--- config.mk ---
export PLATFORM = sky130hd
export DESIGN_NAME = lifo_stack_engine
export DESIGN_NICKNAME = d
export VERILOG_FILES = /design/src/sv/lse_pkg.sv /design/src/sv/lse_mem.sv /design/src/sv/lse_ctrl.sv /design/src/sv/lifo_stack_engine.sv
export SDC_FILE = /design/constraint.sdc
export NUM_CORES = 2
export LEC_CHECK = 0
export BUFFER_PORTS_ARGS = -buffer_cell sky130_fd_sc_hd__buf_2
export CAP_MARGIN = 0
export CORE_ASPECT_RATIO = 1.2
export CORE_MARGIN = 2
export CORE_UTILIZATION = 50
export CTS_BUF_LIST = sky130_fd_sc_hd__clkbuf_16
export CTS_CLUSTER_DIAMETER = 50
export DETAILED_ROUTE_END_ITERATION = 8
export HOLD_SLACK_MARGIN = 0.12
export PLACE_DENSITY = 0.65
export SYNTH_ARGS = -nofsm -noshare
export SYNTH_HDL_FRONTEND = slang
export SYNTH_SLANG_ARGS = --single-unit
--- constraint.sdc ---
create_clock -name aclk -period 5.04 [get_ports aclk]
set_input_delay 1.512 -clock aclk [delete_from_list [all_inputs] [get_ports aclk]]
set_output_delay 1.512 -clock aclk [all_outputs]
set_load 0.005 [all_outputs]
--- src/sv/lse_pkg.sv ---
// ----------------------------------------------------------------------------
// lse_pkg
// Shared widths, opcodes, status codes and types for the LIFO stack engine.
// ----------------------------------------------------------------------------
package lse_pkg;

    localparam int DATA_W = 32;
    localparam int OP_W   = 3;
    localparam int STAT_W = 2;

    typedef logic [DATA_W-1:0] word_t;
    typedef logic [OP_W-1:0]   op_t;
    typedef logic [STAT_W-1:0] stat_t;

    localparam op_t OP_CLEAR    = 3'd0;
    localparam op_t OP_PUSH     = 3'd1;
    localparam op_t OP_POP      = 3'd2;
    localparam op_t OP_PEEK     = 3'd3;
    localparam op_t OP_TRAVERSE = 3'd4;

    localparam stat_t STAT_OK    = 2'd0;
    localparam stat_t STAT_FULL  = 2'd1;
    localparam stat_t STAT_EMPTY = 2'd2;

    typedef struct packed {
        logic wr_en;
        logic rd_en;
    } mem_ctl_t;

endpackage

--- src/sv/lse_mem.sv ---
// ----------------------------------------------------------------------------
// lse_mem
// Word store: one write port, one read port, registered read data.
// ----------------------------------------------------------------------------
module lse_mem #(
    parameter int DEPTH = 64,
    parameter int AW    = 6
) (
    input  logic              aclk,
    input  lse_pkg::mem_ctl_t ctl,
    input  logic [AW-1:0]     wr_addr,
    input  lse_pkg::word_t    wr_data,
    input  logic [AW-1:0]     rd_addr,
    output lse_pkg::word_t    rd_data
);
    import lse_pkg::*;

    word_t store_mem [DEPTH];
    word_t rd_data_reg;

    always_ff @(posedge aclk) begin
        if (ctl.wr_en) begin
            store_mem[wr_addr] <= wr_data;
        end
    end

    always_ff @(posedge aclk) begin
        if (ctl.rd_en) begin
            rd_data_reg <= store_mem[rd_addr];
        end
    end

    assign rd_data = rd_data_reg;

endmodule

--- src/sv/lse_ctrl.sv ---
// ----------------------------------------------------------------------------
// lse_ctrl
// Request sequencer: entry count, store accesses, traversal walk and the
// result register.
// ----------------------------------------------------------------------------
module lse_ctrl #(
    parameter int DEPTH = 64,
    parameter int AW    = 6,
    parameter int CW    = 7
) (
    input  logic              aclk,
    input  logic              aresetn,
    input  logic              s_tvalid,
    output logic              s_tready,
    input  lse_pkg::word_t    s_tdata,
    input  lse_pkg::op_t      s_tuser,
    output logic              m_tvalid,
    input  logic              m_tready,
    output lse_pkg::word_t    m_tdata,
    output lse_pkg::stat_t    m_tuser,
    output logic              m_tlast,
    output lse_pkg::mem_ctl_t mem_ctl,
    output logic [AW-1:0]     wr_addr,
    output lse_pkg::word_t    wr_data,
    output logic [AW-1:0]     rd_addr,
    input  lse_pkg::word_t    rd_data,
    output logic [CW-1:0]     count
);
    import lse_pkg::*;

    localparam logic S_IDLE   = 1'b0;
    localparam logic S_RDWAIT = 1'b1;

    localparam logic [CW-1:0] FULL_COUNT = CW'(DEPTH);

    logic          state_reg, state_next;
    logic [CW-1:0] count_reg, count_next;
    logic [AW-1:0] idx_reg, idx_next;
    logic          trav_reg, trav_next;
    logic          mv_reg, mv_next;
    word_t         md_reg, md_next;
    stat_t         mu_reg, mu_next;
    logic          ml_reg, ml_next;

    logic          out_free;
    logic          accept;
    logic          is_empty;
    logic          is_full;
    logic [CW-1:0] count_dec;
    logic          walk_last;

    assign out_free  = !mv_reg || m_tready;
    assign s_tready  = (state_reg == S_IDLE) && out_free;
    assign accept    = s_tvalid && s_tready;
    assign is_empty  = (count_reg == '0);
    assign is_full   = (count_reg == FULL_COUNT);
    assign count_dec = count_reg - CW'(1);
    assign walk_last = !trav_reg || ((CW'(idx_reg) + CW'(1)) == count_reg);
    assign wr_data   = s_tdata;

    always_comb begin
        state_next = state_reg;
        count_next = count_reg;
        idx_next   = idx_reg;
        trav_next  = trav_reg;
        mv_next    = mv_reg;
        md_next    = md_reg;
        mu_next    = mu_reg;
        ml_next    = ml_reg;
        mem_ctl    = '0;
        wr_addr    = count_reg[AW-1:0];
        rd_addr    = count_dec[AW-1:0];

        if (mv_reg && m_tready) begin
            mv_next = 1'b0;
        end

        unique case (state_reg)
            S_IDLE: begin
                if (accept) begin
                    unique case (s_tuser)
                        OP_CLEAR: begin
                            count_next = '0;
                            mv_next = 1'b1;
                            md_next = '0;
                            mu_next = STAT_OK;
                            ml_next = 1'b1;
                        end
                        OP_PUSH: begin
                            mv_next = 1'b1;
                            md_next = '0;
                            ml_next = 1'b1;
                            if (is_full) begin
                                mu_next = STAT_FULL;
                            end else begin
                                mu_next = STAT_OK;
                                mem_ctl.wr_en = 1'b1;
                                count_next = count_reg + CW'(1);
                            end
                        end
                        OP_POP, OP_PEEK, OP_TRAVERSE: begin
                            if (is_empty) begin
                                mv_next = 1'b1;
                                md_next = '0;
                                mu_next = STAT_EMPTY;
                                ml_next = 1'b1;
                            end else begin
                                mem_ctl.rd_en = 1'b1;
                                state_next = S_RDWAIT;
                                trav_next = (s_tuser == OP_TRAVERSE);
                                idx_next = '0;
                                if (s_tuser == OP_TRAVERSE) begin
                                    rd_addr = '0;
                                end
                                if (s_tuser == OP_POP) begin
                                    count_next = count_dec;
                                end
                            end
                        end
                        default: begin
                        end
                    endcase
                end
            end
            S_RDWAIT: begin
                if (out_free) begin
                    mv_next = 1'b1;
                    md_next = rd_data;
                    mu_next = STAT_OK;
                    ml_next = walk_last;
                    if (walk_last) begin
                        state_next = S_IDLE;
                    end else begin
                        mem_ctl.rd_en = 1'b1;
                        rd_addr = idx_reg + AW'(1);
                        idx_next = idx_reg + AW'(1);
                    end
                end
            end
            default: begin
                state_next = S_IDLE;
            end
        endcase
    end

    always_ff @(posedge aclk) begin
        if (!aresetn) begin
            state_reg <= S_IDLE;
            count_reg <= '0;
            trav_reg  <= 1'b0;
            mv_reg    <= 1'b0;
        end else begin
            state_reg <= state_next;
            count_reg <= count_next;
            trav_reg  <= trav_next;
            mv_reg    <= mv_next;
        end
    end

    always_ff @(posedge aclk) begin
        idx_reg <= idx_next;
        md_reg  <= md_next;
        mu_reg  <= mu_next;
        ml_reg  <= ml_next;
    end

    assign m_tvalid = mv_reg;
    assign m_tdata  = md_reg;
    assign m_tuser  = mu_reg;
    assign m_tlast  = ml_reg;
    assign count    = count_reg;

endmodule

--- src/sv/lifo_stack_engine.sv ---
// ----------------------------------------------------------------------------
// lifo_stack_engine
// Bounded LIFO stack of signed 32-bit words with clear, push, pop, peek and
// bottom-to-top traverse requests.
// ----------------------------------------------------------------------------
//  channel | ports          | tdata             | tuser        | tlast
//  --------+----------------+-------------------+--------------+------------
//  in      | s_tvalid/ready | push_value [31:0] | opcode [2:0] | -
//  out     | m_tvalid/ready | word_out [31:0]   | status [1:0] | last_of_run
//
//  Clear, push and every error: result registered at the accepting edge.
//  Pop and peek: the synchronous store read, then the result register.
//  Traverse: a store read, then one word per cycle while the result side
//  accepts, paced by the single store read port.
//  Reset zeroes the entry count and output valid and returns to idle; the
//  store is not cleared. A stalled result holds in the output register;
//  read data holds in the store's read register.
// ----------------------------------------------------------------------------
module lifo_stack_engine #(
    parameter int STACK_DEPTH = 64
) (
    input  logic           aclk,
    input  logic           aresetn,
    input  logic           s_tvalid,
    output logic           s_tready,
    input  lse_pkg::word_t s_tdata,   // [31:0] push_value
    input  lse_pkg::op_t   s_tuser,   // [2:0] opcode
    output logic           m_tvalid,
    input  logic           m_tready,
    output lse_pkg::word_t m_tdata,   // [31:0] word_out
    output lse_pkg::stat_t m_tuser,   // [1:0] status
    output logic           m_tlast
);
    import lse_pkg::*;

    localparam int AW = $clog2(STACK_DEPTH);
    localparam int CW = $clog2(STACK_DEPTH + 1);

    mem_ctl_t      mem_ctl;
    logic [AW-1:0] wr_addr;
    word_t         wr_data;
    logic [AW-1:0] rd_addr;
    word_t         rd_data;
    logic [CW-1:0] count;

    lse_ctrl #(
        .DEPTH (STACK_DEPTH),
        .AW    (AW),
        .CW    (CW)
    ) u_ctrl (
        .aclk     (aclk),
        .aresetn  (aresetn),
        .s_tvalid (s_tvalid),
        .s_tready (s_tready),
        .s_tdata  (s_tdata),
        .s_tuser  (s_tuser),
        .m_tvalid (m_tvalid),
        .m_tready (m_tready),
        .m_tdata  (m_tdata),
        .m_tuser  (m_tuser),
        .m_tlast  (m_tlast),
        .mem_ctl  (mem_ctl),
        .wr_addr  (wr_addr),
        .wr_data  (wr_data),
        .rd_addr  (rd_addr),
        .rd_data  (rd_data),
        .count    (count)
    );

    lse_mem #(
        .DEPTH (STACK_DEPTH),
        .AW    (AW)
    ) u_mem (
        .aclk    (aclk),
        .ctl     (mem_ctl),
        .wr_addr (wr_addr),
        .wr_data (wr_data),
        .rd_addr (rd_addr),
        .rd_data (rd_data)
    );

`ifndef SYNTHESIS
    a_count_bound: assert property (@(posedge aclk) disable iff (!aresetn)
        count <= CW'(STACK_DEPTH))
        else $error("entry count beyond depth");

    a_err_zero: assert property (@(posedge aclk) disable iff (!aresetn)
        (m_tvalid && (m_tuser != STAT_OK)) |-> ((m_tdata == '0) && m_tlast))
        else $error("error result with data or without last");

    a_push_grows: assert property (@(posedge aclk) disable iff (!aresetn)
        (s_tvalid && s_tready && (s_tuser == OP_PUSH) && (count != CW'(STACK_DEPTH)))
        |=> (count == $past(count) + CW'(1)))
        else $error("accepted push did not grow the stack");

    a_no_rw_clash: assert property (@(posedge aclk) disable iff (!aresetn)
        !(mem_ctl.wr_en && mem_ctl.rd_en))
        else $error("store read and write in one cycle");
`endif

endmodule

# Word level (Yosys, flattened, before mapping)
# Memory sizes are Yosys's and may differ from the RTL's. A register that Yosys moved wholly into a read port is not among the register bits.
# Index checks and enable logic that the tools add are counted.
[op_classes] n_reduce_logical=17 bitwise_logic=2 addsub=4 n_mux=53 n_eq_ne=17
[op_table] op="32-bit case mux with 2 select lines" count=2
[op_table] op="32-bit 2-to-1 mux" count=3
[op_table] op="6-bit 2-to-1 mux" count=11
[op_table] op="6-bit case mux with 2 select lines" count=2
[op_table] op="7-bit 2-to-1 mux" count=3
[op_table] op="7-bit case mux with 3 select lines" count=1
[op_table] op="1-bit 2-to-1 mux" count=19
[op_table] op="2-bit inequality test (second input constant)" count=6
[op_table] op="1-bit case mux with 2 select lines" count=6
[op_table] op="4-bit AND reduction" count=3
[op_table] op="2-bit 2-to-1 mux" count=4
[op_table] op="6-bit by 1-bit adder with 7-bit output (second input constant)" count=1
[op_table] op="7-bit by 1-bit adder with 7-bit output (second input constant)" count=1
[op_table] op="7-bit == test" count=1
[op_table] op="7-bit == test (second input constant)" count=1
[op_table] op="7-bit zero test" count=1
[op_table] op="7-bit by 1-bit subtractor with 7-bit output (second input constant)" count=1
[op_table] op="6-bit by 1-bit adder with 6-bit output (second input constant)" count=1
[op_table] op="3-bit by 2-bit == test with 1-bit output (second input constant)" count=2
[op_table] op="2-bit case mux with 3 select lines" count=1
[op_table] op="6-bit AND reduction" count=1
[op_table] op="5-bit AND reduction" count=1
[op_table] op="2-bit by 1-bit inequality test with 1-bit output (second input constant)" count=2
[op_table] op="4-bit inequality test (second input constant)" count=1
[op_table] op="13 further kinds" count=18
[word_totals] out_inout_bits=37 wordCells=102 ramBits=2048 input_bits=39 mem_count=1 register_bits=51
[mem_list] name="u_mem.store_mem" depth=64 width=32 rd=1 rd_ports_with_merged_regs=1 write_ports=1 line_no="lse_mem.sv:18" source="word_t store_mem [DEPTH];"

# Depth between registers and ports, before layout
[logic_depth] depth_word=8 depth_mapped=18 mapped_depth_nobuf=12

# Cells and area by module
# From an unflattened synthesis, not the netlist that was laid out.
[unflattened] cells_unflattened=3611 hier_area_um2=81859.8
[by_module_without_submodules] mod="lse_mem" seq_area_each_um2=62459.9 cells_per_inst=3324 area_per_inst_um2=78833.1 instances=1
[by_module_without_submodules] mod="lse_ctrl" seq_area_each_um2=1431.4 cells_per_inst=287 area_per_inst_um2=3026.7 instances=1

# Worst setup path before layout
# No wires, ideal clock.
[synth_timing] path_type="input port to flip-flop" from="input port m_tready" to="register u_mem.rd_data_reg[11], in the netlist u_mem.rd_data[11], read port of u_mem.store_mem, data pin" setup_time_ns=0.275 slack_ns=0.545 t_arrival_ns=4.220 stages=12 required_time_ns=4.765 n_path_buf=4 path_cell_list="nand2b_1 nand3_1 nor3b_2 a211oi_1 a32oi_1 buf_4 buf_8 buf_6 buf_2 mux4_2 a221oi_1 o221ai_1"
[synth_via] elab_chain_len=5 word_cells_on_any_way=9 classes_between="6 x mux; 3 x reduce/logical"
[synth_lines] item="start, declared" line_no="lifo_stack_engine.sv:29" source="input logic m_tready,"
[synth_lines] item="1-bit logical OR (*)" line_no="lse_ctrl.sv:52" source="assign out_free = !mv_reg || m_tready;"
[synth_lines] item="1-bit logical AND" line_no="lse_ctrl.sv:53" source="assign s_tready = (state_reg == S_IDLE) && out_free;"
[synth_lines] item="1-bit logical AND" line_no="lse_ctrl.sv:54" source="assign accept = s_tvalid && s_tready;"
[synth_lines] item="6-bit 2-to-1 mux or 2-bit 2-to-1 mux (tied branches)" line_no="lse_ctrl.sv:80" source="if (accept) begin"
[synth_lines] item="6-bit case mux with 2 select lines or 1-bit case mux with 2 select lines (tied branches)" line_no="lse_ctrl.sv:78" source="unique case (state_reg)"
[synth_lines] item="end, declared" line_no="lse_mem.sv:19" source="word_t rd_data_reg;"
# Mark *: on every way between the ends. The rest lies on a longest branch, timed or not.
# A chain may end at the register's enable or synchronous reset.

# Worst setup path in the final report
[layout_timing] from="register u_ctrl.idx_reg[0]" to="register u_mem.rd_data_reg[20], in the netlist u_mem.rd_data[20], read port of u_mem.store_mem, data pin"
[layout_via] elab_chain_len=6 word_cells_on_any_way=10 classes_between="2 x add/sub; 1 x eq/ne; 6 x mux; 1 x reduce/logical"
[layout_lines] item="start, declared" line_no="lse_ctrl.sv:38" source="logic [AW-1:0] idx_reg, idx_next;"
[layout_lines] item="start signal, assigned" line_no="lse_ctrl.sv:161" source="idx_reg <= idx_next;"
[layout_lines] item="6-bit by 1-bit adder with 7-bit output" line_no="lse_ctrl.sv:58" source="assign walk_last = !trav_reg || ((CW'(idx_reg) + CW'(1)) == count_reg);"
[layout_lines] item="7-bit == test" line_no="lse_ctrl.sv:58"
[layout_lines] item="1-bit logical OR" line_no="lse_ctrl.sv:58"
[layout_lines] item="6-bit 2-to-1 mux or 1-bit 2-to-1 mux (tied branches)" line_no="lse_ctrl.sv:131" source="if (walk_last) begin"
[layout_lines] item="6-bit 2-to-1 mux or 1-bit 2-to-1 mux (tied branches)" line_no="lse_ctrl.sv:126" source="if (out_free) begin"
[layout_lines] item="6-bit case mux with 2 select lines or 1-bit case mux with 2 select lines (tied branches)" line_no="lse_ctrl.sv:78"
# Several ways; a longest one is shown, not always the timed one.

==> run metrics <==
I/O pin count=76; Tot GR Track Use=roughly 25%; CP required=~5.6 ns; Seq/Total Area, Yosys=between 70% and 80%; Port Buf Inserts=75; drt total wl=~210 mm; synth warn=0; crit share post-route=a little over nine tenths; multi-input logic area=approximately 0.017 mm^2; Syn Std Cell Area=0.0818 mm^2; Fin. Hold Viols=0; Setup violations, final=0; NetSw=between 8 and 9 mW; unrepaired setup endpoints after global routing=false; Reg power frac=between 50% and 60%; fin nets=approximately 4200; setup_tns=0 ns; r2r setup slk=between 0.2 and 0.25 ns; Crit. Startpoint=u_ctrl.idx_reg[0]; Clk Latency, worst-skew pair=~0.84 ns; Final Wtd Congestion=0.852; Fmax=between 200 and 250 MHz; total power=36.7 mW; drt wl/cell=approximately 33 um; # rows=about 160; first-pass GRT wire length=302 mm; drt drc=0; most frequent cell after synthesis=edfxtp_1; Non-Filler Instances=about 6500; Area growth syn-to-layout=14.8%; Remaining Overflow, GRT=0; max reg flops=approximately 2000; pin count of the biggest net entering global routing=between 60 and 70; hold_sp=u_mem.rd_data[31]; clock root buffer=clkbuf_16; clock network fraction of total power=about two fifths; CTS tree=yes; die width=approximately 370 um; Die ar.=between 0.15 and 0.2 mm^2; r2r startpoint=u_ctrl.idx_reg[0]; worst hold margin=0.547 ns; Final min period=between 4 and 5 ns; layout cells sized above 1=between 20 and 30%; FFs w/ async S/R, synth=0%; Sw Share=a little under a quarter; Leakage=~30 nW; Chip Height=447 um; first drt pass iteration count=5; max-slew violations=0; clk slew on worst S/H paths=0.06 ns; Mapped Nets=3872; clock skew=approximately 0.027 ns; vias in the first global route=41097; routed vias/inst=between 6 and 7; slew margin rel.=about 15%; MaxCap Viol Count=0; CTS Hold Bufs=0; CTS max path bufs=3; Worst-Margin Slew=between 1 and 1.5 ns; predominant post-synthesis flop cell=edfxtp_1; Pint=28.4 mW; critical path type=flop to flop; top cell type's share of synthesized area=77.9%; Mapped Avg Cell Area=21.4 um^2; Max IR drop VDD=approximately 0.00047 V; worst path arrival time=5.38 ns; status=complete, no violations; Yosys reg bits=2131; CTS H-Tree Depth=4; Comb pwr share=under 10%; Starting Density=50.3%; via count=41665; Mapped Cells=approximately 3800; placed insts=a little over 6000; clock net sink count=roughly 2100; CORE AREA=0.163 mm^2; Power Density=~390 mW/mm^2; TritonCTS buffer count=193; Tightest Hold Check Type=flop to flop; worst-path fanout max=25; largest cells by area after synthesis=edfxtp_1 78%, mux4_2 13%, mux2i_1 1.1%, nand2_1 0.93%, a22oi_1 0.88%; EDFF count, synth=around 2100; initial antenna violation count=13; Setup crit start kind=flop; top cells by count, synth=2121 x edfxtp_1, 472 x mux4_2, 203 x nand2_1; Initial DRC Count=between 5000 and 6000; Fillers=roughly 12000; Worst Setup End Kind=flop; Reg area=between 0.06 and 0.07 mm^2; Final ANT Viol Nets=0; hpwl dp=around 120 mm; Distinct cells, synth=72; Synth area leader=edfxtp_1
[power groups by stage]
stage / Combinational [mW] / Clock [mW] / Sequential [mW]
after global placement: 2.98 / 0 / 20.0
after detailed placement: 3.02 / 0 / 20.0
after CTS: 3.02 / 14.3 / 19.6
after floorplan: 1.46 / 0 / 20.0
after global routing: 3.20 / 14.9 / 19.6
final: 3.04 / 14.1 / 19.6
[what timing repair did]
| action | CTS | global route |
|---|---|---|
| setup buffers | 0 | 0 |
| setup endpoints to repair | 0 | 3 |
| gates resized for setup | 0 | 3 |
[critical path, cell delays in order, from the launching register on]
cell and delay [ns]:
edfxtp_1 0.39, ha_1 0.41, xor2_1 0.19, a211oi_2 0.20
nand3_1 0.17, o31ai_2 0.47, nor2_1 0.15, o31ai_4 0.41
buf_12 0.23, buf_12 0.23, buf_12 0.22, buf_4 0.17
mux4_2 0.28, a22o_1 0.23, o21ai_0 0.63, nand3_1 0.13
[cells in the final DEF, fill, tap and decap left out, types with 7 or more instances in the layout]
master,n
o21ai_0,73
clkinv_1,54
buf_2,75
nor2_4,66
nand4_1,13
mux2i_1,90
nor3_1,13
bufinv_16,12
or3_1,9
nor2_1,45
a22o_1,8
a221oi_1,48
and2_1,37
diode_2,7
clkinv_2,37
buf_4,223
inv_1,43
a31oi_1,11
o211ai_1,12
dfxtp_1,10
clkbuf_16,197
nand3_1,53
nand2_1,203
a21oi_1,75
buf_12,93
edfxtp_1,2121
and3_1,10
nor2b_1,7
a22oi_1,96
inv_6,8
xnor2_1,10
o221ai_1,22
mux4_2,472
a211oi_1,7
[path summary, 6_finish.rpt]
path              cells after the start                  to
hold / removal                        1  u_ctrl.m_tdata[31]
setup reg to reg                     15   u_mem.rd_data[20]
hold reg to reg                       1  u_ctrl.m_tdata[31]
setup / recovery                     15   u_mem.rd_data[20]
[kinds of logic after synthesis]
family | Yosys count | synth area share, %
and+or+nand+nor | 471 | 2.57
buffers and inverters | 227 | 1.43
adders and majority gates | 4 | 0.0612
xor gates and xnor gates | 14 | 0.150
AOI/OAI and AO/OA | 417 | 3.55
DFF | 2131 | 78.1
muxes | 565 | 14.1
[area by class of cell]
class	count	area share, %
Sequential cell	2131	68.0
Antenna cell	7	0.0186
Clock buffer	197	5.25
Tap cell	2132	2.84
Clock inverter	160	1.19
Timing Repair Buffer	391	4.16
Inverter	9	0.0360
Multi-Input combinational cell	1471	18.5
[metrics by stage]
stage	utilization (%)	instance area (um^2)	setup WS, ns
after global routing	57.8	93900	0.0191
after floorplan	-	81800	0.545
after detailed placement	54.0	87900	-0.325
after global placement	54.0	87900	-0.322
after CTS	57.8	93900	0.121
final	57.8	93900	0.213
[metal layers]
layer / vias up / share of wire (%) / GRT usage (%)
met3: 335 / 8.1 / 4.14
met5: - / 0.018 / 0
li1: 16832 / - / -
met4: 6 / 2.9 / 7.77
met1: 22426 / 39 / 35.3
met2: 2066 / 49 / 42.0
(Power assumes the default switching activity.)
